## src/rtl/ctc_pkg.sv

```systemverilog
// ----------------------------------------------------------------------------
// ctc_pkg: shared types and constants for the countdown timer controller
// Mode codes, configuration register indexes, reset values and the beat
// structures passed between the controller's modules.
// ----------------------------------------------------------------------------
package ctc_pkg;

  localparam int unsigned CfgIdxW  = 3;
  localparam int unsigned CfgDataW = 16;

  localparam logic [31:0] MS_PER_MINUTE = 32'd60000;

  typedef enum logic [1:0] {
    MODE_SELECT   = 2'd0,
    MODE_RUNNING  = 2'd1,
    MODE_PAUSED   = 2'd2,
    MODE_FINISHED = 2'd3
  } mode_e;

  typedef enum logic [CfgIdxW-1:0] {
    CFG_NEGATIVE_KNOB    = 3'd0,
    CFG_BLINK_ON_MS      = 3'd1,
    CFG_BLINK_OFF_MS     = 3'd2,
    CFG_BEEP_LENGTH_MS   = 3'd3,
    CFG_BEEP_ON_INPUT    = 3'd4
  } cfg_idx_e;

  localparam logic        RST_NEGATIVE_KNOB    = 1'b0;
  localparam logic [15:0] RST_BLINK_ON_MS      = 16'd500;
  localparam logic [15:0] RST_BLINK_OFF_MS     = 16'd500;
  localparam logic [13:0] RST_BEEP_LENGTH_MS   = 14'd50;
  localparam logic        RST_BEEP_ON_INPUT    = 1'b1;

  typedef struct packed {
    logic        negative_knob;
    logic [15:0] blink_on_ms;
    logic [15:0] blink_off_ms;
    logic [13:0] beep_length_ms;
    logic        beep_on_input;
  } cfg_t;

  typedef struct packed {
    logic [31:0] now_ms;
    logic [15:0] knob_position;
    logic        button_released;
  } tick_t;

  typedef struct packed {
    mode_e       mode;
    logic        blink_phase;
    logic [15:0] beep_ms;
    logic        display_refresh;
    logic        clear_knob;
    logic        restarted;
    logic [15:0] selected_position;
    logic [31:0] remaining_ms;
  } result_t;

endpackage

```

## src/rtl/ctc_cfg_regs.sv

```systemverilog
// ----------------------------------------------------------------------------
// ctc_cfg_regs: configuration register file
// Holds the five settings; a restart of the timer returns them to reset.
// ----------------------------------------------------------------------------
module ctc_cfg_regs
  import ctc_pkg::*;
(
  input  logic                clk_i,
  input  logic                rst_ni,
  input  logic                cfg_we_i,
  input  logic [CfgIdxW-1:0]  cfg_index_i,
  input  logic [CfgDataW-1:0] cfg_data_i,
  input  logic                restart_i,
  output cfg_t                cfg_o
);

  cfg_t cfg_q, cfg_d;
  cfg_t cfg_rst;

  assign cfg_rst = '{
    negative_knob:    RST_NEGATIVE_KNOB,
    blink_on_ms:      RST_BLINK_ON_MS,
    blink_off_ms:     RST_BLINK_OFF_MS,
    beep_length_ms:   RST_BEEP_LENGTH_MS,
    beep_on_input:    RST_BEEP_ON_INPUT
  };

  always_comb begin
    cfg_d = cfg_q;
    if (restart_i) begin
      cfg_d = cfg_rst;
    end else if (cfg_we_i) begin
      case (cfg_idx_e'(cfg_index_i))
        CFG_NEGATIVE_KNOB:    cfg_d.negative_knob    = cfg_data_i[0];
        CFG_BLINK_ON_MS:      cfg_d.blink_on_ms      = cfg_data_i;
        CFG_BLINK_OFF_MS:     cfg_d.blink_off_ms     = cfg_data_i;
        CFG_BEEP_LENGTH_MS:   cfg_d.beep_length_ms   = cfg_data_i[13:0];
        CFG_BEEP_ON_INPUT:    cfg_d.beep_on_input    = cfg_data_i[0];
        default:              cfg_d = cfg_q;
      endcase
    end
  end

  always_ff @(posedge clk_i or negedge rst_ni) begin
    if (!rst_ni) begin
      cfg_q <= cfg_rst;
    end else begin
      cfg_q <= cfg_d;
    end
  end

  assign cfg_o = cfg_q;

endmodule

```

## src/rtl/ctc_engine.sv

```systemverilog
// ----------------------------------------------------------------------------
// ctc_engine: timer state and per-tick step logic
// Applies one tick to the timer state and forms its result.
// ----------------------------------------------------------------------------
module ctc_engine
  import ctc_pkg::*;
(
  input  logic    clk_i,
  input  logic    rst_ni,
  input  logic    step_i,
  input  tick_t   tick_i,
  input  cfg_t    cfg_i,
  output result_t result_o,
  output logic    restart_o
);

  mode_e       mode_q, mode_d;
  logic [15:0] last_pos_q, last_pos_d;
  logic        blink_q, blink_d;
  logic [31:0] last_toggle_q, last_toggle_d;
  logic [31:0] end_q, end_d;
  logic [31:0] paused_left_q, paused_left_d;
  logic        press_seen_q, press_seen_d;
  logic        await_rel_q, await_rel_d;

  mode_e       mode_0;
  logic        knob_chg, knob_neg, knob_pos, knob_bad;
  logic [15:0] period;
  logic [31:0] since_toggle;
  logic        toggle;
  logic [15:0] magnitude;
  logic [31:0] run_ms;
  logic        restart;
  logic [15:0] beep;
  logic        refresh, clear;
  logic [31:0] remaining;
  logic [1:0]  remain_sel;

  localparam logic [1:0] RemainLive   = 2'd0;
  localparam logic [1:0] RemainStart  = 2'd1;
  localparam logic [1:0] RemainResume = 2'd2;

  assign knob_neg = tick_i.knob_position[15];
  assign knob_pos = !knob_neg && (tick_i.knob_position != '0);
  assign knob_bad = cfg_i.negative_knob ? knob_pos : knob_neg;

  assign period       = blink_q ? cfg_i.blink_on_ms : cfg_i.blink_off_ms;
  assign since_toggle = tick_i.now_ms - last_toggle_q;

  // minutes times the constant; -32768 wraps to 32768, which fits 16 bits
  assign magnitude = last_pos_d[15] ? 16'(-last_pos_d) : last_pos_d;
  assign run_ms    = {16'd0, magnitude} * MS_PER_MINUTE;

  always_comb begin
    mode_d        = mode_q;
    last_pos_d    = last_pos_q;
    blink_d       = blink_q;
    last_toggle_d = last_toggle_q;
    end_d         = end_q;
    paused_left_d = paused_left_q;
    press_seen_d  = press_seen_q;
    await_rel_d   = await_rel_q;
    beep          = '0;
    refresh       = 1'b0;
    clear         = 1'b0;
    restart       = 1'b0;
    remain_sel    = RemainLive;
    knob_chg      = tick_i.button_released && (last_pos_q != tick_i.knob_position);
    toggle        = since_toggle >= {16'd0, period};

    mode_0 = mode_q;
    if (mode_q == MODE_RUNNING && tick_i.now_ms > end_q) begin
      mode_0 = MODE_FINISHED;
    end
    mode_d = mode_0;

    if (knob_chg) begin
      last_pos_d = knob_bad ? '0 : tick_i.knob_position;
      clear      = knob_bad;
      refresh    = 1'b1;
      if (cfg_i.beep_on_input) begin
        beep = {2'b00, cfg_i.beep_length_ms};
      end
    end

    if (toggle) begin
      blink_d       = !blink_q;
      last_toggle_d = tick_i.now_ms;
      refresh       = 1'b1;
      if (!blink_q && mode_0 == MODE_FINISHED) begin
        beep = {cfg_i.beep_length_ms, 2'b00};
      end
    end

    if (tick_i.button_released) begin
      if (await_rel_q) begin
        await_rel_d  = 1'b0;
        press_seen_d = 1'b0;
      end else if (press_seen_q) begin
        case (mode_0)
          MODE_SELECT: begin
            if (last_pos_d != '0) begin
              end_d      = tick_i.now_ms + run_ms;
              mode_d     = MODE_RUNNING;
              remain_sel = RemainStart;
            end
          end
          MODE_RUNNING: begin
            paused_left_d = end_q - tick_i.now_ms;
            mode_d        = MODE_PAUSED;
          end
          MODE_PAUSED: begin
            if (last_pos_d[0]) begin
              restart = 1'b1;
            end else begin
              end_d      = tick_i.now_ms + paused_left_q;
              mode_d     = MODE_RUNNING;
              remain_sel = RemainResume;
            end
          end
          default: restart = 1'b1;
        endcase
        clear         = 1'b1;
        last_toggle_d = tick_i.now_ms;
        blink_d       = 1'b1;
        refresh       = 1'b1;
        await_rel_d   = 1'b1;
      end
    end else begin
      if (cfg_i.beep_on_input && !press_seen_q) begin
        beep = {2'b00, cfg_i.beep_length_ms};
      end
      press_seen_d = 1'b1;
    end

    // drop everything back to reset on a restart
    if (restart) begin
      mode_d        = MODE_SELECT;
      last_pos_d    = '0;
      blink_d       = 1'b0;
      last_toggle_d = '0;
      end_d         = '0;
      paused_left_d = '0;
      press_seen_d  = 1'b0;
      await_rel_d   = 1'b0;
    end
  end

  // remainder without chaining the end-time adder into a second subtract
  always_comb begin
    case (mode_d)
      MODE_RUNNING: begin
        case (remain_sel)
          RemainStart:  remaining = run_ms;
          RemainResume: remaining = paused_left_q;
          default:      remaining = end_q - tick_i.now_ms;
        endcase
      end
      MODE_PAUSED: remaining = paused_left_d;
      default:     remaining = '0;
    endcase
  end

  always_comb begin
    result_o.mode              = mode_d;
    result_o.blink_phase       = blink_d;
    result_o.beep_ms           = restart ? '0 : beep;
    result_o.display_refresh   = refresh;
    result_o.clear_knob        = clear;
    result_o.restarted         = restart;
    result_o.selected_position = last_pos_d;
    result_o.remaining_ms      = remaining;
  end

  assign restart_o = step_i && restart;

  always_ff @(posedge clk_i or negedge rst_ni) begin
    if (!rst_ni) begin
      mode_q        <= MODE_SELECT;
      last_pos_q    <= '0;
      blink_q       <= 1'b0;
      last_toggle_q <= '0;
      end_q         <= '0;
      paused_left_q <= '0;
      press_seen_q  <= 1'b0;
      await_rel_q   <= 1'b0;
    end else if (step_i) begin
      mode_q        <= mode_d;
      last_pos_q    <= last_pos_d;
      blink_q       <= blink_d;
      last_toggle_q <= last_toggle_d;
      end_q         <= end_d;
      paused_left_q <= paused_left_d;
      press_seen_q  <= press_seen_d;
      await_rel_q   <= await_rel_d;
    end
  end

endmodule

```

## src/rtl/countdown_timer_controller.sv

```systemverilog
// ----------------------------------------------------------------------------
// countdown_timer_controller: knob and button driven countdown timer
// Input register, step logic and result register.
// ----------------------------------------------------------------------------
// Each input beat is one poll tick and yields exactly one result beat. A tick
// is captured in an input register, applied to the timer state by the step
// logic and lands in a result register. While the output is not stalled, one
// tick can be taken every cycle; the step logic holds one 16x16 constant
// multiply plus the end-time add. A result waiting under stall does not block
// the next tick from entering an empty input register, but a tick already
// held there waits and stalls the input. Write configuration only while no
// tick is in flight; a restart by the button returns the settings to their
// reset values.
module countdown_timer_controller
  import ctc_pkg::*;
(
  input  logic                clk_i,
  input  logic                rst_ni,
  input  logic                cfg_we_i,
  input  logic [CfgIdxW-1:0]  cfg_index_i,
  input  logic [CfgDataW-1:0] cfg_data_i,
  input  logic                in_valid_i,
  output logic                in_stall_o,
  input  logic [31:0]         now_ms_i,
  input  logic signed [15:0]  knob_position_i,
  input  logic                button_released_i,
  output logic                out_valid_o,
  input  logic                out_stall_i,
  output logic [1:0]          mode_o,
  output logic                blink_phase_o,
  output logic [15:0]         beep_ms_o,
  output logic                display_refresh_o,
  output logic                clear_knob_o,
  output logic                restarted_o,
  output logic signed [15:0]  selected_position_o,
  output logic [31:0]         remaining_ms_o
);

  logic    in_valid_q, in_valid_d;
  tick_t   tick_q;
  logic    out_valid_q, out_valid_d;
  result_t res_q, res_d;
  logic    accept, advance, restart;
  cfg_t    cfg;

  assign advance    = in_valid_q && (!out_valid_q || !out_stall_i);
  assign in_stall_o = in_valid_q && !advance;
  assign accept     = in_valid_i && !in_stall_o;

  always_comb begin
    in_valid_d = in_valid_q;
    if (accept) begin
      in_valid_d = 1'b1;
    end else if (advance) begin
      in_valid_d = 1'b0;
    end
    out_valid_d = out_valid_q && out_stall_i;
    if (advance) begin
      out_valid_d = 1'b1;
    end
  end

  always_ff @(posedge clk_i or negedge rst_ni) begin
    if (!rst_ni) begin
      in_valid_q  <= 1'b0;
      out_valid_q <= 1'b0;
    end else begin
      in_valid_q  <= in_valid_d;
      out_valid_q <= out_valid_d;
    end
  end

  always_ff @(posedge clk_i) begin
    if (accept) begin
      tick_q.now_ms          <= now_ms_i;
      tick_q.knob_position   <= knob_position_i;
      tick_q.button_released <= button_released_i;
    end
    if (advance) begin
      res_q <= res_d;
    end
  end

  ctc_cfg_regs u_cfg_regs (
    .clk_i       (clk_i),
    .rst_ni      (rst_ni),
    .cfg_we_i    (cfg_we_i),
    .cfg_index_i (cfg_index_i),
    .cfg_data_i  (cfg_data_i),
    .restart_i   (restart),
    .cfg_o       (cfg)
  );

  ctc_engine u_engine (
    .clk_i     (clk_i),
    .rst_ni    (rst_ni),
    .step_i    (advance),
    .tick_i    (tick_q),
    .cfg_i     (cfg),
    .result_o  (res_d),
    .restart_o (restart)
  );

  assign out_valid_o         = out_valid_q;
  assign mode_o              = res_q.mode;
  assign blink_phase_o       = res_q.blink_phase;
  assign beep_ms_o           = res_q.beep_ms;
  assign display_refresh_o   = res_q.display_refresh;
  assign clear_knob_o        = res_q.clear_knob;
  assign restarted_o         = res_q.restarted;
  assign selected_position_o = res_q.selected_position;
  assign remaining_ms_o      = res_q.remaining_ms;

endmodule

```

## config.mk

```make
export PLATFORM = sky130hd
export DESIGN_NAME = countdown_timer_controller
export DESIGN_NICKNAME = d
export VERILOG_FILES = /design/src/rtl/ctc_pkg.sv /design/src/rtl/ctc_cfg_regs.sv /design/src/rtl/ctc_engine.sv /design/src/rtl/countdown_timer_controller.sv
export SDC_FILE = /design/constraint.sdc
export NUM_CORES = 1
export LEC_CHECK = 0
export BUFFER_PORTS_ARGS = -buffer_cell sky130_fd_sc_hd__buf_4
export CORE_ASPECT_RATIO = 1.75
export CORE_UTILIZATION = 45
export CTS_BUF_LIST = sky130_fd_sc_hd__clkbuf_2
export DETAILED_ROUTE_END_ITERATION = 10
export SETUP_SLACK_MARGIN = 0.3
export SYNTH_ARGS = -nofsm -noshare
export SYNTH_HDL_FRONTEND = slang
export SYNTH_SLANG_ARGS = --single-unit
```

## constraint.sdc

```tcl
create_clock -name clk_i -period 14.3 [get_ports clk_i]
set_input_delay 1.43 -clock clk_i [delete_from_list [all_inputs] [get_ports clk_i]]
set_output_delay 1.43 -clock clk_i [all_outputs]
set_load 0.02 [all_outputs]
```

Yosys cells after proc, flatten, opt, wreduce, memory -nomap -nowiden --
Cells that the tools add are included.
Storage, ports and cells: word-level logic and storage cells 173, bits of input ports 73, flip-flop bits (word level) 286, output and inout port bits 72
Operators by class: muxes and demuxes 81, reductions and logical operators 41, magnitude comparators 2, add/sub/neg operators 5, multipliers 1, equality and inequality tests 17
Operators by type and width (number):
- 2-to-1 mux 32 bit | 16
- 2-to-1 mux 16 bit | 12
- case mux 32 bit (2 select lines) | 3
- 2-to-1 mux 48 bit | 2
- adder 32 bit | 2
- subtractor 32 bit | 2
- greater-or-equal comparator 32 x 16 -> 1 bit | 1
- > comparator 32 bit | 1
- 2-to-1 mux 1 bit | 32
- nonzero test 16 bit | 2
- 2-to-1 mux 14 bit | 2
- multiplier 16 x 11 -> 27 bit (second input constant) | 1
- 2-to-1 mux 2 bit | 11
- nonzero test 2 bit | 9
- != test 16 bit | 1
- negator 16 bit | 1
- AND reduction 2 bit | 7
- logical AND 1 bit | 10
- equality test 2 x 1 -> 1 bit (second input constant) | 4
- equality test 2 bit (second input constant) | 4
- zero test 1 bit | 7
- AND reduction 7 bit | 1
- equality test 3 x 2 -> 1 bit (second input constant) | 2
- != test 3 x 1 -> 1 bit (second input constant) | 2
- 12 further kinds | 12

Logic depth before layout (Yosys ltp) --
Gate-level depths: netlist (run 1).
depth after elaboration 21, mapped depth 49, gate-level depth less buffers 47

Cells and area by module --
Synthesis (run 1) repeated with hierarchy kept, for this count alone.
Second synthesis, totals: cells, all modules 2556, area total of the unflattened synthesis 23936.7 µm²
Modules (own cells, without submodules):
- ctc_engine | instances 1, seq. area each 2927.8 µm², area an instance 18029.8 µm², cells an instance 2242
- countdown_timer_controller | instances 1, seq. area each 3623.5 µm², area an instance 3666.0 µm², cells an instance 127
- ctc_cfg_regs | instances 1, seq. area each 1221.2 µm², area an instance 2240.9 µm², cells an instance 187

Worst setup path before layout (run 1) --
No wires, ideal clock.
kind register to register, start register tick_q[18] (netlist bit), end register u_engine.end_q[31], data required time 14.174 ns, library setup time 0.126 ns, setup slack 4.436 ns, cell stages (with the launch flop) 43, clock period less this slack 9.864 ns, buffers on the path 2, data arrival time 9.738 ns, cells stage by stage edfxtp_1 -> inv_1 -> fa_1 -> a21oi_1 -> o21bai_1 -> a21oi_1 -> o211ai_1 -> and2_1 -> a211oi_1 -> o21ai_1 -> inv_1 -> buf_2 -> or2_2 -> ha_1 -> o211ai_1 -> and3_1 -> o21ai_0 -> inv_1 -> [7 not listed] -> ha_1 -> nand2_1 -> nor2_1 -> o211ai_1 -> a21oi_1 -> nor2_1 -> xnor2_1 -> ha_1 -> clkbuf_1 -> a2111o_1 -> o311a_1 -> a311oi_1 -> o31ai_1 -> o21ai_0 -> nand2b_1 -> a21oi_1 -> xnor2_1 -> a221o_1
Between the ends: word-level cells in the longest chain between the ends 20, elaborated cells on any way between the ends 31, classes of those cells add/sub (3); mul (1); order compare (1); eq/ne (5); mux (14); reduce/logical (7)
RTL lines:
- start, declared | line countdown_timer_controller.sv:40 | tick_t tick_q;
- > comparator 32 bit | line ctc_engine.sv:72 | if (mode_q == MODE_RUNNING && tick_i.now_ms > end_q) begin
- logical AND 1 bit | line ctc_engine.sv:72
- 2-to-1 mux 2 bit | line ctc_engine.sv:72
- equality test 2 x 1 -> 1 bit / zero test 2 bit (equally long branches) | line ctc_engine.sv:100 | case (mode_0)
- OR reduction 2 bit (no line)
- case mux 1 bit (2 select lines) | line ctc_engine.sv:100
- 2-to-1 mux 1 bit | line ctc_engine.sv:99 | end else if (press_seen_q) begin
- 2-to-1 mux 1 bit | line ctc_engine.sv:96 | if (await_rel_q) begin
- [4 not listed]
- multiplier 16 x 11 -> 27 bit | line ctc_engine.sv:52 | assign run_ms = {16'd0, magnitude} * MS_PER_MINUTE;
- adder 32 bit | line ctc_engine.sv:103 | end_d = tick_i.now_ms + run_ms;
- 2-to-1 mux 32 bit | line ctc_engine.sv:102 | if (last_pos_d != '0) begin
- case mux 32 bit (2 select lines) | line ctc_engine.sv:100
- 2-to-1 mux 32 bit | line ctc_engine.sv:99
- 2-to-1 mux 32 bit | line ctc_engine.sv:96
- 2-to-1 mux 32 bit | line ctc_engine.sv:95 | if (tick_i.button_released) begin
- 2-to-1 mux 32 bit | line ctc_engine.sv:137 | if (restart) begin
- end signal, assigned | line ctc_engine.sv:192 | end_q <= end_d;
- end, declared | line ctc_engine.sv:21 | logic [31:0] end_q, end_d;
Parallel ways exist; a longest one is shown, timed or not. The select of a mux whose other input is x is not followed. A chain may end at the register's enable or synchronous reset.

Final worst setup path (run 1) --
Ends and elaborated chain as after synthesis.

==> impl_metrics.csv, run 1 <==
group,metric,value,unit
setup_path,slowest_delay,0.55,ns
setup_path,critPathLaunch,"tick_q[18]",
timing,rsz0062_at_grt,"false",
die,coreArea,50700,um2
die,row_count,109,
finish,drive_gt1_share,12.7,%
hold_path,hp-class,"input pin to async pin",
finish,utilization,50.6,%
timing,finClkSkew,0.0862,ns
setup_path,cp-start-kind,"register",
setup_path,crit_fanout,56,
timing,finalHoldViolCount,0,
setup_path,ff2ff_path_depth,41,
setup_path,r2r_start,"tick_q[18]",
timing,fmax,84.2,MHz
die,io_pins,145,
setup_path,arrival,12.81,ns
timing,drv_slew,0,
die,die_w,174,um
timing,fin_setup_tns,0,ns
timing,min_period,11.88,ns
clock_network,root_buffer,"clkbuf_2",
routing,vias_per_cell,5.82,
clock_network,post_cts.repair.setup_buffers,0,
synthesis,yosys_warnings,0,
global_route,antenna_found_initial,2,
routing,via_count,20118,
setup_path,crit_path_end,"u_engine.end_q[31]",
placement,hpwlAfterDp,58300,um
die,start_util,45.8,%
die,die_y,303,um
synthesis,synth-edff-count,119,
clock_network,clk_latency,1.10,ns
clock_network,cts_sinks,286,
status,status,"completed",
finish,final.fill_count,4957,
timing,max_slew_margin,28.0,%
run,cap_viol_max_count,0,
synthesis,synth.cell_area,23300,um2
global_route,grtUsageTotal,28.3,%
clock_network,numCtsBuffers,73,
setup_path,r2r_end,"u_engine.end_q[31]",
timing,worst_pin_slew,1.08,ns
synthesis,yosysSeqAreaShare,33.4,%
synthesis,syn_area_per_cell,8.96,um2
setup_path,worstPathRequired,15.24,ns
routing,drt_iter0_drc,1122,
setup_path,critPathSlowestCell,"buf_4",
clock_network,ctsHoldBuffers,0,
global_route,grt_max_degree,67,
finish,final_cell_area,25700,um2
clock_network,cts_tree,"built",
routing,drt_pass1_iterations,5,
synthesis,synth_cell_types,94,
clock_network,htree_levels,3,
routing,routed_wl,74400,um
synthesis,synthArstFlopShare,58.4,%
clock_network,ctsResizeCount,0,
die,dieArea,52600,um2
routing,drtAntennaViolNets,0,
timing,setup_viol_count_final,0,
placement,portBuffers,144,
setup_path,r2r_slack,2.42,ns
setup_path,cp-end-kind,"register",
synthesis,yosys_most_used_dff,"dfrtp_1",
placement,gp_congestion,0.960,
clock_network,ctsLongestPathBuffers,3,
setup_path,cpMostUsedCell,"fa_1",
global_route,first_global_vias,20797,
placement,place_area,24900,um2
timing,period_share,83.1,%
synthesis,synth_nets,2948,
synthesis,syn_inst,2596,
routing,drc,0,
clock_network,clkSlewWorstSetupHoldPaths,0.14,ns
global_route,grt_pass1_wl,114000,um
setup_path,critical_path_class,"register to register",
finish,syn_to_final_growth,10.5,%
synthesis,synth-seq-cells,286,
global_route,overflow,0,
finish,nNetsFinal,3080,
routing,wl_per_cell,21.5,um
==> cells in the final DEF (no fill, tap or decap), types with 49 or more instances in the layout <==
master	n
o31ai_1	49
nor2_1	156
dfrtp_1	151
clkbuf_2	106
buf_4	170
xnor2_1	102
nand2_1	335
inv_1	209
xor2_1	55
ha_1	219
fa_1	60
a21o_1	51
o21ai_0	149
nand3_1	52
a21oi_1	209
edfxtp_1	119
==> synthesized netlist by cell type, types with 7 or more instances <==
cell type / n / area [um2]
a221oi_1: 18 / 158
mux2i_1: 44 / 440
and2_1: 21 / 131
o31ai_1: 49 / 368
ha_1: 219 / 2740
or3_1: 17 / 106
a21o_1: 51 / 383
o21ai_0: 150 / 751
clkbuf_1: 91 / 342
nand2_1: 336 / 1260
fa_1: 60 / 1200
nor3_1: 36 / 180
a31oi_1: 22 / 138
a22oi_1: 11 / 82.6
a21oi_1: 209 / 1050
o21a_1: 23 / 173
nand3_1: 52 / 260
nor2b_1: 22 / 138
dfrtp_1: 151 / 3780
o21ai_1: 8 / 40.0
dfstp_2: 16 / 420
a211o_1: 10 / 87.6
a221o_1: 14 / 140
nor2_1: 158 / 593
or2_2: 13 / 81.3
o32ai_1: 7 / 61.3
o2111ai_1: 7 / 61.3
o22ai_1: 9 / 56.3
a211oi_1: 14 / 105
o211ai_1: 20 / 150
edfxtp_1: 119 / 3570
buf_2: 12 / 60.1
xor2_1: 55 / 482
inv_1: 211 / 792
nand2b_1: 21 / 131
a22o_1: 29 / 254
nand4_1: 25 / 156
nor4_1: 12 / 75.1
o21bai_1: 23 / 173
xnor2_1: 102 / 893
and3_1: 18 / 113
==> sequential cells by signal (all words and copies together) (netlist names), 2 cells and up <==
| register | flops |
|---|---|
| tick_q | 49 |
| u_cfg_regs.cfg_o | 48 |
| remaining_ms_o | 32 |
| u_engine.end_q | 32 |
| u_engine.last_toggle_q | 32 |
| u_engine.paused_left_q | 32 |
| beep_ms_o | 16 |
| selected_position_o | 16 |
| u_engine.last_pos_q | 16 |
| mode_o | 2 |
| u_engine.mode_q | 2 |
==> how the worst min path moves through the flow <==
stage | cells past startpoint | end
2_1_floorplan | 2 | u_engine.last_toggle_q[10]
3_3_place_gp | 2 | u_engine.last_toggle_q[16]
3_5_place_dp | 2 | u_engine.last_toggle_q[20]
4_1_cts | 1 | u_engine.last_toggle_q[19]
5_1_grt | 1 | u_cfg_regs.cfg_o[44]
6_report | 1 | u_engine.last_toggle_q[19]
==> cells by family (layout without fill, tap and decap cells) <==
family / Yosys count / after routing / share of synthesized area, %
AOI/OAI and AO/OA: 742 / 742 / 21.2
buffers and inverters: 326 / 518 / 5.49
adders and majority gates: 279 / 279 / 16.9
xor gates and xnor gates: 158 / 158 / 5.98
other: 0 / 5 / 0
DFF: 286 / 286 / 33.4
muxes: 51 / 51 / 2.23
and+or+nand+nor: 754 / 754 / 14.8
==> worst max-delay path: cells and delay by family (launching register included) <==
kind                       cells  cell delay [ns]
DFF                            1             0.51
buffers and inverters          5             1.04
and+or+nand+nor                7             1.18
adders and majority gates      9             3.73
AOI/OAI and AO/OA             17             4.70
xor gates and xnor gates       3             0.53
==> through the flow <==
stage	cells	setup slack (ns)	hold slack (ns)
6_report	3459	2.42	0.306
5_1_grt	3458	1.61	0.263
4_1_cts	3454	2.40	0.202
3_5_place_dp	3319	2.46	0.467
3_3_place_gp	3319	2.74	0.460
2_1_floorplan	2596	4.44	0.449
==> final cells by class <==
class                           count  area, um2  area share, %
Clock inverter                     29        205          0.799
Tap cell                          666        833           3.24
Inverter                          212        798           3.11
Clock buffer                      106        531           2.07
Timing Repair Buffer              171       1290           5.01
Multi-Input combinational cell   1984      14200           55.5
Antenna cell                        5       12.5         0.0487
Sequential cell                   286       7770           30.3
==> per-layer routing <==
layer,GRT usage (%),wire length (um)
met4,14.9,3590
met1,28.8,27200
met5,0,0
met2,55.6,40800
met3,3.63,2700
Power of run 1 is not shown: default switching activity piles up to over one toggle a cycle in this logic, so the estimate is an artifact.
==> run 2: changes to the inputs <==
==> constraint.sdc (replaced) <==
create_clock -name clk_i -period 12 [get_ports clk_i]
set_input_delay 1.2 -clock clk_i [delete_from_list [all_inputs] [get_ports clk_i]]
set_output_delay 1.2 -clock clk_i [all_outputs]
set_load 0.02 [all_outputs]
==> run 2 against run 1 <==
Cell count about the same. Die area is the same. Global-route usage up 0.79 points. Via count grew 0.29%. Wire length grew 2.4%. Worst hold slack lost 0.051 ns. Clock skew down 0.017 ns. Sequential share of layout area is 0.069 points lower. Fmax is 7.4% higher. Sequential cell count stayed put. Clock-buffer cell count rose by 8.
==> impl_metrics.csv, run 2 (synthesis gave the netlist of run 1 again) <==
group,metric,value,unit
timing,fmax,90.4,MHz
finish,final_cells,3462,
timing,setup_viol_count_final,0,
setup_path,critPathSlowestCell,"edfxtp_1",
hold_path,hp-class,"input pin to register",
placement,hpwlAfterDp,60300,um
routing,vias_per_cell,5.83,
finish,nNetsFinal,3084,
routing,wl_per_cell,22.0,um
setup_path,path_delay_family,"compound AO/OA/AOI/OAI gates",
setup_path,cp-end-kind,"register",
die,die_w,174,um
global_route,grt_pass1_wl,117000,um
global_route,grt_max_degree,71,
routing,via_count,20177,
routing,drc,0,
timing,drv_slew,0,
clock_network,clk_latency,1.12,ns
die,io_pins,145,
placement,portBuffers,144,
setup_path,r2r_slack,0.94,ns
placement,dp_cells,3320,
global_route,grtUsageTotal,29.1,%
setup_path,crit_fanout,10,
finish,final_common_cell,"nand2_1",
setup_path,r2r_start,"tick_q[29]",
finish,final.fill_count,4960,
clock_network,htree_levels,3,
finish,syn_to_final_growth,10.7,%
die,row_count,109,
clock_network,ctsLongestPathBuffers,3,
die,start_util,45.8,%
setup_path,worst-path-buf-inv,6,
hold_path,hold_start,"now_ms_i[17]",
finish,utilization,50.7,%
finish,drive_gt1_share,13.2,%
timing,period_share,92.2,%
setup_path,ff2ff_path_depth,43,
routing,drtAntennaViolNets,0,
timing,finClkSkew,0.0688,ns
timing,rsz0062_at_grt,"false",
setup_path,cp-start-kind,"register",
setup_path,slowest_delay,0.55,ns
global_route,antenna_found_initial,2,
timing,hold_ws,0.255,ns
die,coreArea,50700,um2
run,cap_viol_max_count,0,
timing,finalHoldViolCount,0,
clock_network,numCtsBuffers,75,
die,die_y,303,um
finish,largest_reg_flops,49,
timing,min_period,11.06,ns
status,status,"completed",
hold_path,hold_depth,1,
timing,fin_setup_tns,0,ns
finish,ff_latch_area,7770,um2
finish,top_register,"tick_q",
setup_path,r2r_end,"u_engine.end_q[31]",
clock_network,cts_sinks,286,
clock_network,cts_tree,"built",
placement,gp_congestion,0.933,
clock_network,post_cts.repair.setup_buffers,0,
routing,drt_pass1_iterations,6,
setup_path,arrival,12.02,ns
timing,worst_pin_slew,1.05,ns
die,dieArea,52600,um2
setup_path,worstPathRequired,12.95,ns
timing,max_slew_margin,30.0,%
routing,drt_iter0_drc,994,
hold_path,hold_end,"tick_q[34]",
clock_network,clkSlewWorstSetupHoldPaths,0.11,ns
global_route,overflow,0,
global_route,first_global_vias,20969,
clock_network,root_buffer,"clkbuf_2",
setup_path,critical_path_class,"register to register",
finish,final_cell_mix,"nand2_1, ha_1, inv_1, a21oi_1, buf_4",
finish,multi_input_area,14300,um2
routing,routed_wl,76200,um
[run 2: changes by cell type in the layout (fill, tap and decap cells not counted), sizes merged]
cell	previous run	this run
dlygate4sd3	0	1
buf	171	172
clkinvlp	1	2
clkbuf	106	114
clkinv	25	20
diode	5	2
[run 2: final cells by class]
cell class	count	area share, %
Antenna cell	2	0.0194
Clock buffer	114	2.22
Clock inverter	25	0.748
Inverter	212	3.10
Multi-Input combinational cell	1984	55.4
Sequential cell	286	30.2
Tap cell	666	3.24
Timing Repair Buffer	173	5.07
[run 2: worst max path at each step]
stage / start / to / slack [ns] / cells past startpoint
6_report: tick_q[29] / u_engine.end_q[31] / 0.94 / 43
5_1_grt: tick_q[29] / u_engine.end_q[31] / 0.31 / 44
4_1_cts: tick_q[18] / u_engine.end_q[31] / 0.38 / 43
3_5_place_dp: tick_q[18] / u_engine.end_q[31] / 0.44 / 43
3_3_place_gp: tick_q[18] / u_engine.end_q[31] / 0.62 / 43
2_1_floorplan: tick_q[18] / u_engine.end_q[31] / 2.14 / 42
[run 2: per-stage QoR]
| stage | setup slack (ns) | cell area (um2) |
|---|---|---|
| after floorplan | 2.14 | 23300 |
| after global placement | 0.624 | 24900 |
| after detailed placement | 0.439 | 24900 |
| after CTS | 0.382 | 25700 |
| after global routing | 0.307 | 25700 |
| final | 0.937 | 25700 |
[run 2: metal layers]
layer | part of all wire (%) | up-vias | GRT usage, %
li1 | - | 9592 | -
met1 | 36 | 9721 | 29.5
met2 | 53 | 633 | 55.2
met3 | 4.1 | 231 | 3.91
met4 | 6.5 | 0 | 19.6
met5 | 0 | - | 0
[run 2: repair_timing]
item / in CTS / in global routing
hold buffers: 1 / 0
resized for setup: 0 / 6
hold endpoints to repair: 42 / 0
endpoints found under the setup margin: 0 / 7
Power of run 2 is left out for the same reason.
